`src/rtl/pidc_pkg.sv`:
```
// ----------------------------------------------------------------------------
// pidc_pkg
// Shared widths, control word layout and microcode program of the clamped
// PID controller.
// ----------------------------------------------------------------------------
package pidc_pkg;

    localparam int MEAS_W     = 16;
    localparam int MS_W       = 16;
    localparam int GAIN_W     = 32;
    localparam int LIM_W      = 16;
    localparam int FRAC_W     = 16;
    localparam int Q_W        = LIM_W + FRAC_W;
    localparam int ERR_W      = MEAS_W + 1;
    localparam int WIDE_W     = 64;
    localparam int MUL_A_W    = GAIN_W + ERR_W;
    localparam int MUL_B_W    = ERR_W;
    localparam int MUL_P_W    = MUL_A_W + MUL_B_W;
    localparam int CFG_IDX_W  = 3;
    localparam int CFG_DATA_W = 32;
    localparam int MS_PER_S   = 1000;
    localparam int ROUND_HALF = 1 << (FRAC_W - 1);

    // divider: 4 quotient bits per cycle
    localparam int DIV_BITS   = 4;
    localparam int DIV_STEPS  = WIDE_W / DIV_BITS;
    localparam int DIV_CNT_W  = $clog2(DIV_STEPS);

    localparam int PC_W       = 4;

    typedef enum logic [CFG_IDX_W-1:0] {
        REG_GAIN_P  = 3'd0,
        REG_GAIN_I  = 3'd1,
        REG_GAIN_D  = 3'd2,
        REG_OUT_MIN = 3'd3,
        REG_OUT_MAX = 3'd4
    } cfg_reg_t;

    typedef enum logic [2:0] {
        C_NEXT     = 3'd0,
        C_JUMP     = 3'd1,
        C_WAIT_IN  = 3'd2,
        C_WAIT_DIV = 3'd3,
        C_SKIP_KI  = 3'd4,
        C_SKIP_D   = 3'd5,
        C_WAIT_OUT = 3'd6
    } cond_t;

    typedef enum logic [1:0] {
        MA_KP   = 2'd0,
        MA_KI   = 2'd1,
        MA_KD   = 2'd2,
        MA_PROD = 2'd3
    } mul_a_t;

    typedef enum logic [1:0] {
        MB_ERR   = 2'd0,
        MB_MS    = 2'd1,
        MB_DI    = 2'd2,
        MB_K1000 = 2'd3
    } mul_b_t;

    typedef enum logic {
        DEN_1000 = 1'b0,
        DEN_MS   = 1'b1
    } den_t;

    typedef enum logic [1:0] {
        ACC_HOLD   = 2'd0,
        ACC_LOAD_P = 2'd1,
        ACC_ADD_I  = 2'd2,
        ACC_SUB_Q  = 2'd3
    } acc_op_t;

    typedef enum logic [1:0] {
        INT_HOLD  = 2'd0,
        INT_CLAMP = 2'd1,
        INT_ZERO  = 2'd2
    } int_op_t;

    typedef struct packed {
        cond_t           cond;
        logic [PC_W-1:0] target;
        logic            take_in;
        logic            mul_en;
        mul_a_t          mul_a;
        mul_b_t          mul_b;
        logic            div_start;
        den_t            div_den;
        acc_op_t         acc_op;
        int_op_t         int_op;
        logic            out_load;
    } ctrl_word_t;

    typedef struct packed {
        logic in_valid;
        logic div_busy;
        logic ki_zero;
        logic d_skip;
        logic out_busy;
    } pidc_status_t;

    localparam logic [PC_W-1:0] STEP_LOAD      = 4'd0;
    localparam logic [PC_W-1:0] STEP_MUL_P     = 4'd1;
    localparam logic [PC_W-1:0] STEP_MUL_KI    = 4'd2;
    localparam logic [PC_W-1:0] STEP_MUL_IE    = 4'd3;
    localparam logic [PC_W-1:0] STEP_DIV_I     = 4'd4;
    localparam logic [PC_W-1:0] STEP_WAIT_I    = 4'd5;
    localparam logic [PC_W-1:0] STEP_INT_CLAMP = 4'd6;
    localparam logic [PC_W-1:0] STEP_INT_ADD   = 4'd7;
    localparam logic [PC_W-1:0] STEP_MUL_D     = 4'd8;
    localparam logic [PC_W-1:0] STEP_MUL_K     = 4'd9;
    localparam logic [PC_W-1:0] STEP_DIV_D     = 4'd10;
    localparam logic [PC_W-1:0] STEP_WAIT_D    = 4'd11;
    localparam logic [PC_W-1:0] STEP_D_SUB     = 4'd12;
    localparam logic [PC_W-1:0] STEP_OUT       = 4'd13;
    localparam logic [PC_W-1:0] STEP_INT_ZERO  = 4'd14;

    function automatic ctrl_word_t ucode_rom(input logic [PC_W-1:0] addr);
        ctrl_word_t w;
        w = '0;
        unique case (addr)
            STEP_LOAD: begin
                w.cond    = C_WAIT_IN;
                w.take_in = 1'b1;
            end
            STEP_MUL_P: begin
                w.mul_en = 1'b1;
                w.mul_a  = MA_KP;
                w.mul_b  = MB_ERR;
            end
            STEP_MUL_KI: begin
                w.cond   = C_SKIP_KI;
                w.target = STEP_INT_ZERO;
                w.acc_op = ACC_LOAD_P;
                w.mul_en = 1'b1;
                w.mul_a  = MA_KI;
                w.mul_b  = MB_MS;
            end
            STEP_MUL_IE: begin
                w.mul_en = 1'b1;
                w.mul_a  = MA_PROD;
                w.mul_b  = MB_ERR;
            end
            STEP_DIV_I: begin
                w.div_start = 1'b1;
                w.div_den   = DEN_1000;
            end
            STEP_WAIT_I: begin
                w.cond = C_WAIT_DIV;
            end
            STEP_INT_CLAMP: begin
                w.int_op = INT_CLAMP;
            end
            STEP_INT_ADD: begin
                w.acc_op = ACC_ADD_I;
            end
            STEP_MUL_D: begin
                w.cond   = C_SKIP_D;
                w.target = STEP_OUT;
                w.mul_en = 1'b1;
                w.mul_a  = MA_KD;
                w.mul_b  = MB_DI;
            end
            STEP_MUL_K: begin
                w.mul_en = 1'b1;
                w.mul_a  = MA_PROD;
                w.mul_b  = MB_K1000;
            end
            STEP_DIV_D: begin
                w.div_start = 1'b1;
                w.div_den   = DEN_MS;
            end
            STEP_WAIT_D: begin
                w.cond = C_WAIT_DIV;
            end
            STEP_D_SUB: begin
                w.acc_op = ACC_SUB_Q;
            end
            STEP_OUT: begin
                w.cond     = C_WAIT_OUT;
                w.target   = STEP_LOAD;
                w.out_load = 1'b1;
            end
            STEP_INT_ZERO: begin
                w.cond   = C_JUMP;
                w.target = STEP_MUL_D;
                w.int_op = INT_ZERO;
            end
            default: begin
                w.cond   = C_JUMP;
                w.target = STEP_LOAD;
            end
        endcase
        return w;
    endfunction

endpackage

```
`src/rtl/pidc_div.sv`:
```
// ----------------------------------------------------------------------------
// pidc_div
// Iterative rounding divider: signed 64-bit numerator by unsigned 16-bit
// divisor, four quotient bits per cycle, ties rounded away from zero.
// ----------------------------------------------------------------------------
module pidc_div import pidc_pkg::*; (
    input  logic                     aclk,
    input  logic                     aresetn,
    input  logic                     start,
    input  logic signed [WIDE_W-1:0] num,
    input  logic        [MS_W-1:0]   den,
    output logic                     busy,
    output logic signed [WIDE_W-1:0] quot
);

    typedef enum logic [3:0] {
        DV_IDLE = 4'b0001,
        DV_PREP = 4'b0010,
        DV_RUN  = 4'b0100,
        DV_FIX  = 4'b1000
    } div_state_t;

    div_state_t             state_reg, state_next;
    logic [DIV_CNT_W-1:0]   cnt_reg;
    logic [WIDE_W-1:0]      work_reg, work_next;
    logic [MS_W-1:0]        rem_reg, rem_next;
    logic [MS_W-1:0]        den_reg;
    logic                   neg_reg;
    logic signed [WIDE_W-1:0] quot_reg;

    always_comb begin
        logic [MS_W:0]     r;
        logic [WIDE_W-1:0] n;
        r = {1'b0, rem_reg};
        n = work_reg;
        for (int k = 0; k < DIV_BITS; k++) begin
            r = {r[MS_W-1:0], n[WIDE_W-1]};
            n = {n[WIDE_W-2:0], 1'b0};
            if (r >= {1'b0, den_reg}) begin
                r    = r - {1'b0, den_reg};
                n[0] = 1'b1;
            end
        end
        work_next = n;
        rem_next  = r[MS_W-1:0];
    end

    always_comb begin
        state_next = state_reg;
        unique case (state_reg)
            DV_IDLE: if (start) state_next = DV_PREP;
            DV_PREP: state_next = DV_RUN;
            DV_RUN:  if (cnt_reg == '0) state_next = DV_FIX;
            DV_FIX:  state_next = DV_IDLE;
            default: state_next = DV_IDLE;
        endcase
    end

    always_ff @(posedge aclk) begin
        if (!aresetn) begin
            state_reg <= DV_IDLE;
        end else begin
            state_reg <= state_next;
        end
    end

    always_ff @(posedge aclk) begin
        unique case (state_reg)
            DV_IDLE: begin
                if (start) begin
                    work_reg <= num[WIDE_W-1] ? WIDE_W'(-num) : WIDE_W'(num);
                    neg_reg  <= num[WIDE_W-1];
                    den_reg  <= den;
                end
            end
            DV_PREP: begin
                // bias by half the divisor for round to nearest
                work_reg <= work_reg + WIDE_W'(den_reg >> 1);
                rem_reg  <= '0;
                cnt_reg  <= DIV_CNT_W'(DIV_STEPS - 1);
            end
            DV_RUN: begin
                work_reg <= work_next;
                rem_reg  <= rem_next;
                cnt_reg  <= cnt_reg - 1'b1;
            end
            DV_FIX: begin
                quot_reg <= neg_reg ? -$signed(work_reg) : $signed(work_reg);
            end
            default: ;
        endcase
    end

    assign busy = (state_reg != DV_IDLE);
    assign quot = quot_reg;

    a_no_zero_den: assert property (@(posedge aclk) disable iff (!aresetn)
        (state_reg == DV_RUN) |-> (den_reg != '0))
        else $error("divider running with zero divisor");

    a_start_idle: assert property (@(posedge aclk) disable iff (!aresetn)
        start |-> (state_reg == DV_IDLE))
        else $error("divider started while busy");

endmodule

```
`src/rtl/pidc_seq.sv`:
```
// ----------------------------------------------------------------------------
// pidc_seq
// Microcode sequencer: step counter, program ROM and conditional jumps.
// ----------------------------------------------------------------------------
module pidc_seq import pidc_pkg::*; (
    input  logic         aclk,
    input  logic         aresetn,
    input  pidc_status_t status,
    output ctrl_word_t   cw
);

    logic [PC_W-1:0] pc_reg, pc_next;
    logic [PC_W-1:0] pc_inc;

    assign cw     = ucode_rom(pc_reg);
    assign pc_inc = pc_reg + PC_W'(1);

    always_comb begin
        unique case (cw.cond)
            C_NEXT:     pc_next = pc_inc;
            C_JUMP:     pc_next = cw.target;
            C_WAIT_IN:  pc_next = status.in_valid ? pc_inc : pc_reg;
            C_WAIT_DIV: pc_next = status.div_busy ? pc_reg : pc_inc;
            C_SKIP_KI:  pc_next = status.ki_zero ? cw.target : pc_inc;
            C_SKIP_D:   pc_next = status.d_skip ? cw.target : pc_inc;
            C_WAIT_OUT: pc_next = status.out_busy ? pc_reg : cw.target;
            default:    pc_next = STEP_LOAD;
        endcase
    end

    always_ff @(posedge aclk) begin
        if (!aresetn) begin
            pc_reg <= STEP_LOAD;
        end else begin
            pc_reg <= pc_next;
        end
    end

endmodule

```
`src/rtl/pidc_dp.sv`:
```
// ----------------------------------------------------------------------------
// pidc_dp
// Datapath: configuration registers, input latch, shared multiplier,
// accumulator, integral clamp and output register.
// ----------------------------------------------------------------------------
module pidc_dp import pidc_pkg::*; (
    input  logic                     aclk,
    input  logic                     aresetn,
    input  logic                     cfg_we,
    input  logic [CFG_IDX_W-1:0]     cfg_index,
    input  logic [CFG_DATA_W-1:0]    cfg_wdata,
    input  logic                     s_valid,
    output logic                     s_ready,
    input  logic signed [MEAS_W-1:0] s_measurement,
    input  logic signed [MEAS_W-1:0] s_target,
    input  logic        [MS_W-1:0]   s_elapsed_ms,
    output logic                     m_valid,
    input  logic                     m_ready,
    output logic signed [MEAS_W-1:0] m_drive,
    output logic                     m_saturated,
    input  ctrl_word_t               cw,
    output pidc_status_t             status,
    output logic                     div_start,
    output logic signed [WIDE_W-1:0] div_num,
    output logic        [MS_W-1:0]   div_den,
    input  logic                     div_busy,
    input  logic signed [WIDE_W-1:0] div_quot
);

    logic signed [GAIN_W-1:0]  gain_p_reg, gain_i_reg, gain_d_reg;
    logic signed [LIM_W-1:0]   out_min_reg, out_max_reg;
    logic signed [Q_W-1:0]     integ_reg;
    logic signed [MEAS_W-1:0]  prev_reg;
    logic                      m_valid_reg;

    logic signed [ERR_W-1:0]   err_reg, di_reg;
    logic        [MS_W-1:0]    ms_reg;
    logic signed [WIDE_W-1:0]  prod_reg, acc_reg;
    logic signed [MEAS_W-1:0]  m_drive_reg;
    logic                      m_sat_reg;

    logic                      accept, out_load;
    logic signed [Q_W-1:0]     lo_q, hi_q;
    logic signed [WIDE_W-1:0]  lo_wide, hi_wide;
    logic signed [MUL_A_W-1:0] mul_a;
    logic signed [MUL_B_W-1:0] mul_b;
    logic signed [MUL_P_W-1:0] product;
    logic signed [WIDE_W-1:0]  integ_ext, int_sum;
    logic signed [Q_W-1:0]     int_clamp;
    logic        [Q_W:0]       acc_low, acc_abs, rnd_mag;
    logic        [Q_W-FRAC_W:0] rnd_q, rnd_val;
    logic signed [MEAS_W-1:0]  drive_val;
    logic                      sat_val;

    assign accept   = cw.take_in && s_valid;
    assign out_load = cw.out_load && (!m_valid_reg || m_ready);

    assign lo_q    = {out_min_reg, {FRAC_W{1'b0}}};
    assign hi_q    = {out_max_reg, {FRAC_W{1'b0}}};
    assign lo_wide = {{(WIDE_W-Q_W){lo_q[Q_W-1]}}, lo_q};
    assign hi_wide = {{(WIDE_W-Q_W){hi_q[Q_W-1]}}, hi_q};

    always_comb begin
        unique case (cw.mul_a)
            MA_KP:   mul_a = MUL_A_W'(gain_p_reg);
            MA_KI:   mul_a = MUL_A_W'(gain_i_reg);
            MA_KD:   mul_a = MUL_A_W'(gain_d_reg);
            MA_PROD: mul_a = prod_reg[MUL_A_W-1:0];
            default: mul_a = '0;
        endcase
        unique case (cw.mul_b)
            MB_ERR:   mul_b = err_reg;
            MB_MS:    mul_b = {1'b0, ms_reg};
            MB_DI:    mul_b = di_reg;
            MB_K1000: mul_b = MUL_B_W'(MS_PER_S);
            default:  mul_b = '0;
        endcase
    end

    assign product = mul_a * mul_b;

    // integral update, clamped with the upper limit tested first
    assign integ_ext = {{(WIDE_W-Q_W){integ_reg[Q_W-1]}}, integ_reg};
    assign int_sum   = integ_ext + div_quot;

    always_comb begin
        if (int_sum > hi_wide) begin
            int_clamp = hi_q;
        end else if (int_sum < lo_wide) begin
            int_clamp = lo_q;
        end else begin
            int_clamp = int_sum[Q_W-1:0];
        end
    end

    // output: clamp or round Q16.16 to integer
    assign acc_low = {acc_reg[Q_W-1], acc_reg[Q_W-1:0]};
    assign acc_abs = acc_low[Q_W] ? (~acc_low + 1'b1) : acc_low;
    assign rnd_mag = acc_abs + (Q_W+1)'(ROUND_HALF);
    assign rnd_q   = rnd_mag[Q_W:FRAC_W];
    assign rnd_val = acc_low[Q_W] ? (~rnd_q + 1'b1) : rnd_q;

    always_comb begin
        if (acc_reg > hi_wide) begin
            drive_val = out_max_reg;
            sat_val   = 1'b1;
        end else if (acc_reg < lo_wide) begin
            drive_val = out_min_reg;
            sat_val   = 1'b1;
        end else begin
            drive_val = rnd_val[MEAS_W-1:0];
            sat_val   = 1'b0;
        end
    end

    always_ff @(posedge aclk) begin
        if (!aresetn) begin
            gain_p_reg  <= GAIN_W'(65536);
            gain_i_reg  <= '0;
            gain_d_reg  <= '0;
            out_min_reg <= LIM_W'(16'h8000);
            out_max_reg <= LIM_W'(16'h7fff);
            integ_reg   <= '0;
            prev_reg    <= '0;
            m_valid_reg <= 1'b0;
        end else begin
            if (cfg_we) begin
                unique case (cfg_reg_t'(cfg_index))
                    REG_GAIN_P:  gain_p_reg  <= cfg_wdata[GAIN_W-1:0];
                    REG_GAIN_I:  gain_i_reg  <= cfg_wdata[GAIN_W-1:0];
                    REG_GAIN_D:  gain_d_reg  <= cfg_wdata[GAIN_W-1:0];
                    REG_OUT_MIN: out_min_reg <= cfg_wdata[LIM_W-1:0];
                    REG_OUT_MAX: out_max_reg <= cfg_wdata[LIM_W-1:0];
                    default: ;
                endcase
            end
            if (accept) begin
                prev_reg <= s_measurement;
            end
            unique case (cw.int_op)
                INT_CLAMP: integ_reg <= int_clamp;
                INT_ZERO:  integ_reg <= '0;
                default: ;
            endcase
            if (out_load) begin
                m_valid_reg <= 1'b1;
            end else if (m_ready) begin
                m_valid_reg <= 1'b0;
            end
        end
    end

    always_ff @(posedge aclk) begin
        if (accept) begin
            err_reg <= {s_target[MEAS_W-1], s_target}
                     - {s_measurement[MEAS_W-1], s_measurement};
            di_reg  <= {s_measurement[MEAS_W-1], s_measurement}
                     - {prev_reg[MEAS_W-1], prev_reg};
            ms_reg  <= s_elapsed_ms;
        end
        if (cw.mul_en) begin
            prod_reg <= product[WIDE_W-1:0];
        end
        unique case (cw.acc_op)
            ACC_LOAD_P: acc_reg <= prod_reg;
            ACC_ADD_I:  acc_reg <= acc_reg + integ_ext;
            ACC_SUB_Q:  acc_reg <= acc_reg - div_quot;
            default: ;
        endcase
        if (out_load) begin
            m_drive_reg <= drive_val;
            m_sat_reg   <= sat_val;
        end
    end

    assign s_ready     = cw.take_in;
    assign m_valid     = m_valid_reg;
    assign m_drive     = m_drive_reg;
    assign m_saturated = m_sat_reg;

    assign div_start = cw.div_start;
    assign div_num   = prod_reg;
    assign div_den   = (cw.div_den == DEN_MS) ? ms_reg : MS_W'(MS_PER_S);

    assign status.in_valid = s_valid;
    assign status.div_busy = div_busy;
    assign status.ki_zero  = (gain_i_reg == '0);
    assign status.d_skip   = (gain_d_reg == '0) || (ms_reg == '0);
    assign status.out_busy = m_valid_reg && !m_ready;

    a_integ_in_range: assert property (@(posedge aclk) disable iff (!aresetn)
        $past(cw.int_op == INT_CLAMP && out_min_reg <= out_max_reg)
        |-> (integ_reg >= lo_q && integ_reg <= hi_q))
        else $error("integral outside limits after clamp");

    a_drive_in_range: assert property (@(posedge aclk) disable iff (!aresetn)
        (m_valid_reg && !m_sat_reg)
        |-> (m_drive_reg >= out_min_reg && m_drive_reg <= out_max_reg))
        else $error("unsaturated drive outside limits");

endmodule

```
`src/rtl/pid_controller_clamped.sv`:
```
// ----------------------------------------------------------------------------
// pid_controller_clamped
// PID controller with integral and output clamping, Q16.16 gains.
// ----------------------------------------------------------------------------
// One item at a time: each accepted item gives one result. The full path
// runs the microcode steps from load to output plus two divisions
// in the shared divider (integral scaled by 1/1000, derivative divided by
// the elapsed time); zero integral gain skips the first division, zero
// derivative gain or zero elapsed time skips the second. A new item is
// taken once the previous result has been loaded into the output register.
// No clearing pass after reset.
module pid_controller_clamped import pidc_pkg::*; (
    input  logic                     aclk,
    input  logic                     aresetn,
    input  logic                     cfg_we,
    input  logic [CFG_IDX_W-1:0]     cfg_index,
    input  logic [CFG_DATA_W-1:0]    cfg_wdata,
    input  logic                     s_valid,
    output logic                     s_ready,
    input  logic signed [MEAS_W-1:0] s_measurement,
    input  logic signed [MEAS_W-1:0] s_target,
    input  logic        [MS_W-1:0]   s_elapsed_ms,
    output logic                     m_valid,
    input  logic                     m_ready,
    output logic signed [MEAS_W-1:0] m_drive,
    output logic                     m_saturated
);

    ctrl_word_t               cw;
    pidc_status_t             status;
    logic                     div_start, div_busy;
    logic signed [WIDE_W-1:0] div_num, div_quot;
    logic        [MS_W-1:0]   div_den;

    pidc_seq u_seq (
        .aclk    (aclk),
        .aresetn (aresetn),
        .status  (status),
        .cw      (cw)
    );

    pidc_div u_div (
        .aclk    (aclk),
        .aresetn (aresetn),
        .start   (div_start),
        .num     (div_num),
        .den     (div_den),
        .busy    (div_busy),
        .quot    (div_quot)
    );

    pidc_dp u_dp (
        .aclk          (aclk),
        .aresetn       (aresetn),
        .cfg_we        (cfg_we),
        .cfg_index     (cfg_index),
        .cfg_wdata     (cfg_wdata),
        .s_valid       (s_valid),
        .s_ready       (s_ready),
        .s_measurement (s_measurement),
        .s_target      (s_target),
        .s_elapsed_ms  (s_elapsed_ms),
        .m_valid       (m_valid),
        .m_ready       (m_ready),
        .m_drive       (m_drive),
        .m_saturated   (m_saturated),
        .cw            (cw),
        .status        (status),
        .div_start     (div_start),
        .div_num       (div_num),
        .div_den       (div_den),
        .div_busy      (div_busy),
        .div_quot      (div_quot)
    );

endmodule
```
`config.mk`:
```
export PLATFORM = sky130hd
export DESIGN_NAME = pid_controller_clamped
export DESIGN_NICKNAME = d
export VERILOG_FILES = /design/src/rtl/pidc_pkg.sv /design/src/rtl/pidc_div.sv /design/src/rtl/pidc_seq.sv /design/src/rtl/pidc_dp.sv /design/src/rtl/pid_controller_clamped.sv
export SDC_FILE = /design/constraint.sdc
export NUM_CORES = 2
export LEC_CHECK = 0
export BUFFER_PORTS_ARGS = -buffer_cell sky130_fd_sc_hd__buf_2
export CAP_MARGIN = 15
export CORE_MARGIN = 8
export CORE_UTILIZATION = 45
export CTS_BUF_LIST = sky130_fd_sc_hd__clkbuf_8 sky130_fd_sc_hd__clkbuf_16
export DETAILED_ROUTE_END_ITERATION = 7
export GPL_TIMING_DRIVEN = 0
export PLACE_DENSITY = 0.62
export SKIP_LAST_GASP = 1
export SYNTH_ARGS = -nofsm -noshare
export SYNTH_HDL_FRONTEND = slang
export SYNTH_HIERARCHICAL = 1
export SYNTH_SLANG_ARGS = --single-unit
```
`constraint.sdc`:
```
create_clock -name aclk -period 25.4 [get_ports aclk]
set_clock_uncertainty 0.2 [all_clocks]
set_input_delay 5.08 -clock aclk [delete_from_list [all_inputs] [get_ports aclk]]
set_output_delay 5.08 -clock aclk [all_outputs]
set_load 0.02 [all_outputs]
```
Yosys cells after proc, flatten, opt, wreduce, memory -nomap -nowiden --
Cells that the tools add are included.
Word-level totals: output and inout bits 19, register bits 545, input port bits 88
Operators by class: bitwise gates (word level) 2, reductions and logical operators 32, equality and inequality tests 45, mux-type cells 44, multipliers 1, magnitude comparators 8, add/sub/neg operators 17
Operators by type and width (count):
- $pmux 64 s3 | 2
- $pmux 49 s4 | 1
- $mux 64 | 3
- $gt 64x32->1 | 2
- $lt 64x32->1 | 2
- $neg 64->64 | 2
- $mux 16 | 7
- $mux 32 | 3
- $ge 17x16->1 | 4
- $pmux 17 s4 | 1
- $add 32x64->64 | 1
- $add 64x15->64 | 1
- $add 64x32->64 | 1
- $logic_not 32->1 | 2
- $mul 49x17->64 | 1
- $pmux 32 s2 | 1
- $sub 16x16->16 | 4
- $sub 64x64->64 | 1
- $sub 16x16->17 | 2
- $add 32x1->32 const B | 1
- $add 32x16->32 const B | 1
- $eq 4x4->1 const B | 8
- $not 32->32 | 1
- $pmux 16 s2 | 1
- 37 further kinds | 96

Longest topological paths before layout --
depth after elaboration 9, mapped depth 50, depth with buffers taken out 44

Modules after synthesis --
The synthesis kept the hierarchy.
Modules (own cells, without submodules):
- pidc_dp | area an instance 57333.7 µm², cells each 6676, sequential area each 9399.0 µm², times used 1
- pidc_div | area an instance 13970.9 µm², cells each 1471, sequential area each 5034.8 µm², times used 1
- pidc_seq | area an instance 757.0 µm², cells each 108, sequential area each 80.1 µm², times used 1

Least setup slack after synthesis --
OpenSTA, ideal clock, no wires.
kind reg2reg, start reg u_div.den_reg[1], end reg u_div.rem_reg[15], data pin, setup time 266 ps, clock period less this slack 10734 ps, data required time 24934 ps, data arrival time 10268 ps, stages on the path, launching flop included 49, setup slack 14666 ps, path buffers 6, cells stage by stage edfxtp_1 -> inv_1 -> ha_1 -> nor2b_1 -> o21ba_2 -> o21a_1 -> o32ai_4 -> a31oi_4 -> clkbuf_1 -> o21ai_0 -> inv_1 -> ha_1 -> nor2b_1 -> o31a_1 -> o41a_1 -> a41o_1 -> o221ai_1 -> nand2b_1 -> [13 not listed] -> nor2_2 -> buf_2 -> mux2i_1 -> ha_1 -> nor2b_1 -> o31a_1 -> o221ai_1 -> o21ai_0 -> or3_1 -> a211oi_1 -> o21bai_1 -> a21o_1 -> a211oi_1 -> o31a_1 -> buf_4 -> buf_6 -> mux2i_1 -> nor2_1
Between the ends: cells in the longest elaborated chain, start to end 9, elaborated cells on any way between the ends 13, those cells by class 4 x add/sub; 4 x order compare; 5 x mux
RTL lines:
- start: declaration | line pidc_div.sv:27 | logic [MS_W-1:0] den_reg;
- start signal: assignment | line pidc_div.sv:73 | den_reg <= den;
- $sub 16x16->16 or $ge 17x16->1 (tied branches) | line pidc_div.sv:40, pidc_div.sv:39
- $mux 16 | line pidc_div.sv:39 | if (r >= {1'b0, den_reg}) begin
- $sub 16x16->16 or $ge 17x16->1 (tied branches) | line pidc_div.sv:40, pidc_div.sv:39
- $mux 16 | line pidc_div.sv:39
- $sub 16x16->16 or $ge 17x16->1 (tied branches) | line pidc_div.sv:40, pidc_div.sv:39
- $mux 16 | line pidc_div.sv:39
- $sub 16x16->16 or $ge 17x16->1 (tied branches) | line pidc_div.sv:40, pidc_div.sv:39
- $mux 16 * | line pidc_div.sv:39
- $pmux 16 s2 * | line pidc_div.sv:68 | unique case (state_reg)
- end signal: assignment | line pidc_div.sv:84 | rem_reg <= rem_next;
- end: declaration | line pidc_div.sv:26 | logic [MS_W-1:0] rem_reg, rem_next;
Mark *: on every way between the ends. The rest lies on a longest branch, timed or not. A chain may end at the register's enable or synchronous reset.

Final worst setup path --
start reg u_div.den_reg[1], end reg u_div.rem_reg[5], data pin
Same word-level chain as after synthesis.

==> metrics.log <==
INFO  metric tritoncts = done
INFO  metric cts_made_buffers = a little over 70
INFO  metric max_freq = roughly 0.076 GHz
INFO  metric critical_path.endpoint_type = flop
INFO  metric largest_net_degree_at_the_start_of_global_routing = 45
INFO  metric nets = around 10000
INFO  metric netlist_instances = between 8000 and 9000
INFO  metric grt_antenna_before_repair = 14
INFO  metric initial_core_util = 45.4%
INFO  metric timing.rr.end = u_div/rem_reg[5]
INFO  metric critical_path_peak_fanout = 10
INFO  metric drt.antenna.violating_nets = 0
INFO  metric critPathRequiredTime = about 26 ns
INFO  metric htree_levels = 3
INFO  metric viasPerCell = around 5.9
INFO  metric critical_path.max_stage_delay = 0.51 ns
INFO  metric detailedPlace.worstSlack = roughly 12 ns
INFO  metric num_vias = approximately 62000
INFO  metric detailedPlacementHpwl = approximately 210 mm
INFO  metric final-hold-violation-count = 0
INFO  metric rsz0062_at_grt = false
INFO  metric worstSetupPathType = reg2reg
INFO  metric critPathArrivalTime = between 10 and 15 ns
INFO  metric mappedNetlistNets = ~9700
INFO  metric drt_iter0_markers = about 6300
INFO  metric routabilityCongestion = between 0.9 and 1
INFO  metric postCtsSetupRepairBufs = 0
INFO  metric hp-start = u_dp/gain_p_reg[12]
INFO  metric core_area = 159000 sq um
INFO  metric dieArea = around 170000 sq um
INFO  metric drt-total-wl = between 200 and 300 mm
INFO  metric timing.final.crit_period = around 13 ns
INFO  metric grt_pass1_vias = approximately 60000
INFO  metric syn-cell-area = slightly above 70000 sq um
INFO  metric clkLatencyLatePin = 0.70 ns
INFO  metric finalSetupTns = 0 ns
INFO  metric min_period_over_period = between 50% and 60%
INFO  metric worst_setup_path_start_kind = flop
INFO  metric synth_warnings = 6
INFO  metric worst_setup_hold_path_clk_slew = 0.06 ns
INFO  metric die_height = just over 400 um
INFO  metric slowest_stage = edfxtp_1
INFO  metric grt_first_pass_wirelength = 380 mm
INFO  metric path_depth_of_the_worst_reg2reg_path = 48
INFO  metric core.rowCount = between 100 and 150
INFO  metric grtUsageTotal = 28.3%
INFO  metric first_pass_iters = 8
INFO  metric cts-hold-fix-buffers = 0
INFO  metric cts_max_path_buffers = 3
INFO  metric final_setup_violating_endpoints = 0
INFO  metric hold_end = u_dp/gain_p_reg[12]
INFO  metric cts.repair.resized = 0
INFO  metric io_buffer_count = between 100 and 150
INFO  metric drive_gt1_share = under 10%
INFO  metric route.detailed.wl_per_inst = 23.9 um
INFO  metric io_pins = about 110
INFO  metric rr_startpoint = u_div/den_reg[1]
INFO  metric reg2reg_setup_slack = ~12 ns
INFO  metric slew_viol_final = 0
INFO  metric cts.sinks = roughly 550
INFO  metric clock_tree.root_cell = clkbuf_16
INFO  metric maxCapViolCount = 0
INFO  metric slew_headroom = between 10% and 20%
INFO  metric drc = 0
INFO  metric post-route-worst-setup-slack = 12.30 ns
INFO  metric grt_remaining_overflow = 0
INFO  metric run_status = finished clean
INFO  metric fp.dieW = 416 um
INFO  metric hold-path-cell-count = 2
INFO  metric worst_pin_slew = approximately 1.3 ns
INFO  metric syn_area_cell = 8.73 sq um
INFO  metric area_growth = 8.35%
INFO  metric hold_class = reg2reg
[how the worst max path moves through the flow]
stage | startpoint | slack [ns] | cells past startpoint | endpoint
6_report | u_div/den_reg[1] | 12.30 | 48 | u_div/rem_reg[5]
5_1_grt | u_div/den_reg[7] | 11.44 | 49 | u_div/rem_reg[4]
4_1_cts | u_div/den_reg[1] | 12.33 | 48 | u_div/rem_reg[5]
3_5_place_dp | u_div/den_reg[1] | 12.37 | 48 | u_div/rem_reg[5]
3_3_place_gp | u_div/den_reg[1] | 12.55 | 48 | u_div/rem_reg[4]
2_1_floorplan | u_div/den_reg[1] | 14.67 | 48 | u_div/rem_reg[15]
[cell usage in the layout (no fill, tap or decap), types with 53 or more instances in the layout]
cell type     n
clkbuf_16    72
and2_1       62
mux2i_1      75
nand4_1      88
a31oi_1      53
nor2b_1      83
ha_1        585
nand2b_1     66
nand3_1     107
edfxtp_1    360
o31ai_1      61
a21boi_0    150
dfxtp_1     185
fa_1        771
nand2_1    1119
mux2_2      110
xor2_1      127
xnor2_1     343
and3_1       72
clkbuf_1    331
inv_1      1087
nor3_1       86
a21o_1      192
buf_2       123
nor2_1      597
o21ai_0     364
a21oi_1     332
nor4_1       53
o21a_1       94
[metrics by stage]
stage	hold slack, ns	instance area (sq um)	std cells	utilization [%]
final	0.261	78000	10600	49.2
after global routing	0.283	78000	10600	49.2
after CTS	0.263	77900	10600	49.2
after detailed placement	0.255	75500	10400	47.6
after global placement	0.247	75100	10400	47.4
after floorplan	0.236	72000	8242	-
[layer usage]
layer	track usage, %	share of wire (%)	vias up
li1	-	-	28300
met2	45.3	45	2932
met1	37.5	41	30600
met4	13.7	5.7	8
met5	0	0.024	-
met3	4.49	8.6	548
[cell type report]
class | count | area (sq um)
Clock buffer | 76 | 1860
Timing Repair Buffer | 132 | 871
Sequential cell | 545 | 14500
Buffer | 379 | 1520
Inverter | 1076 | 4040
Tap cell | 2072 | 2590
Fill cell | 15200 | 80600
Clock inverter | 57 | 627
Multi-Input combinational cell | 6242 | 52000
Antenna cell | 7 | 17.5
[critical path, delay by kind of cell, from the launching register on]
kind	cells	cell delay, ns
simple gates	9	1.61
flops	1	0.51
buf+inv	9	2.03
fa+ha+maj	4	1.34
mux	2	0.65
compound gates	24	6.44
Power is not shown: default switching activity piles up to over one toggle a cycle in this logic, so the estimate is an artifact.
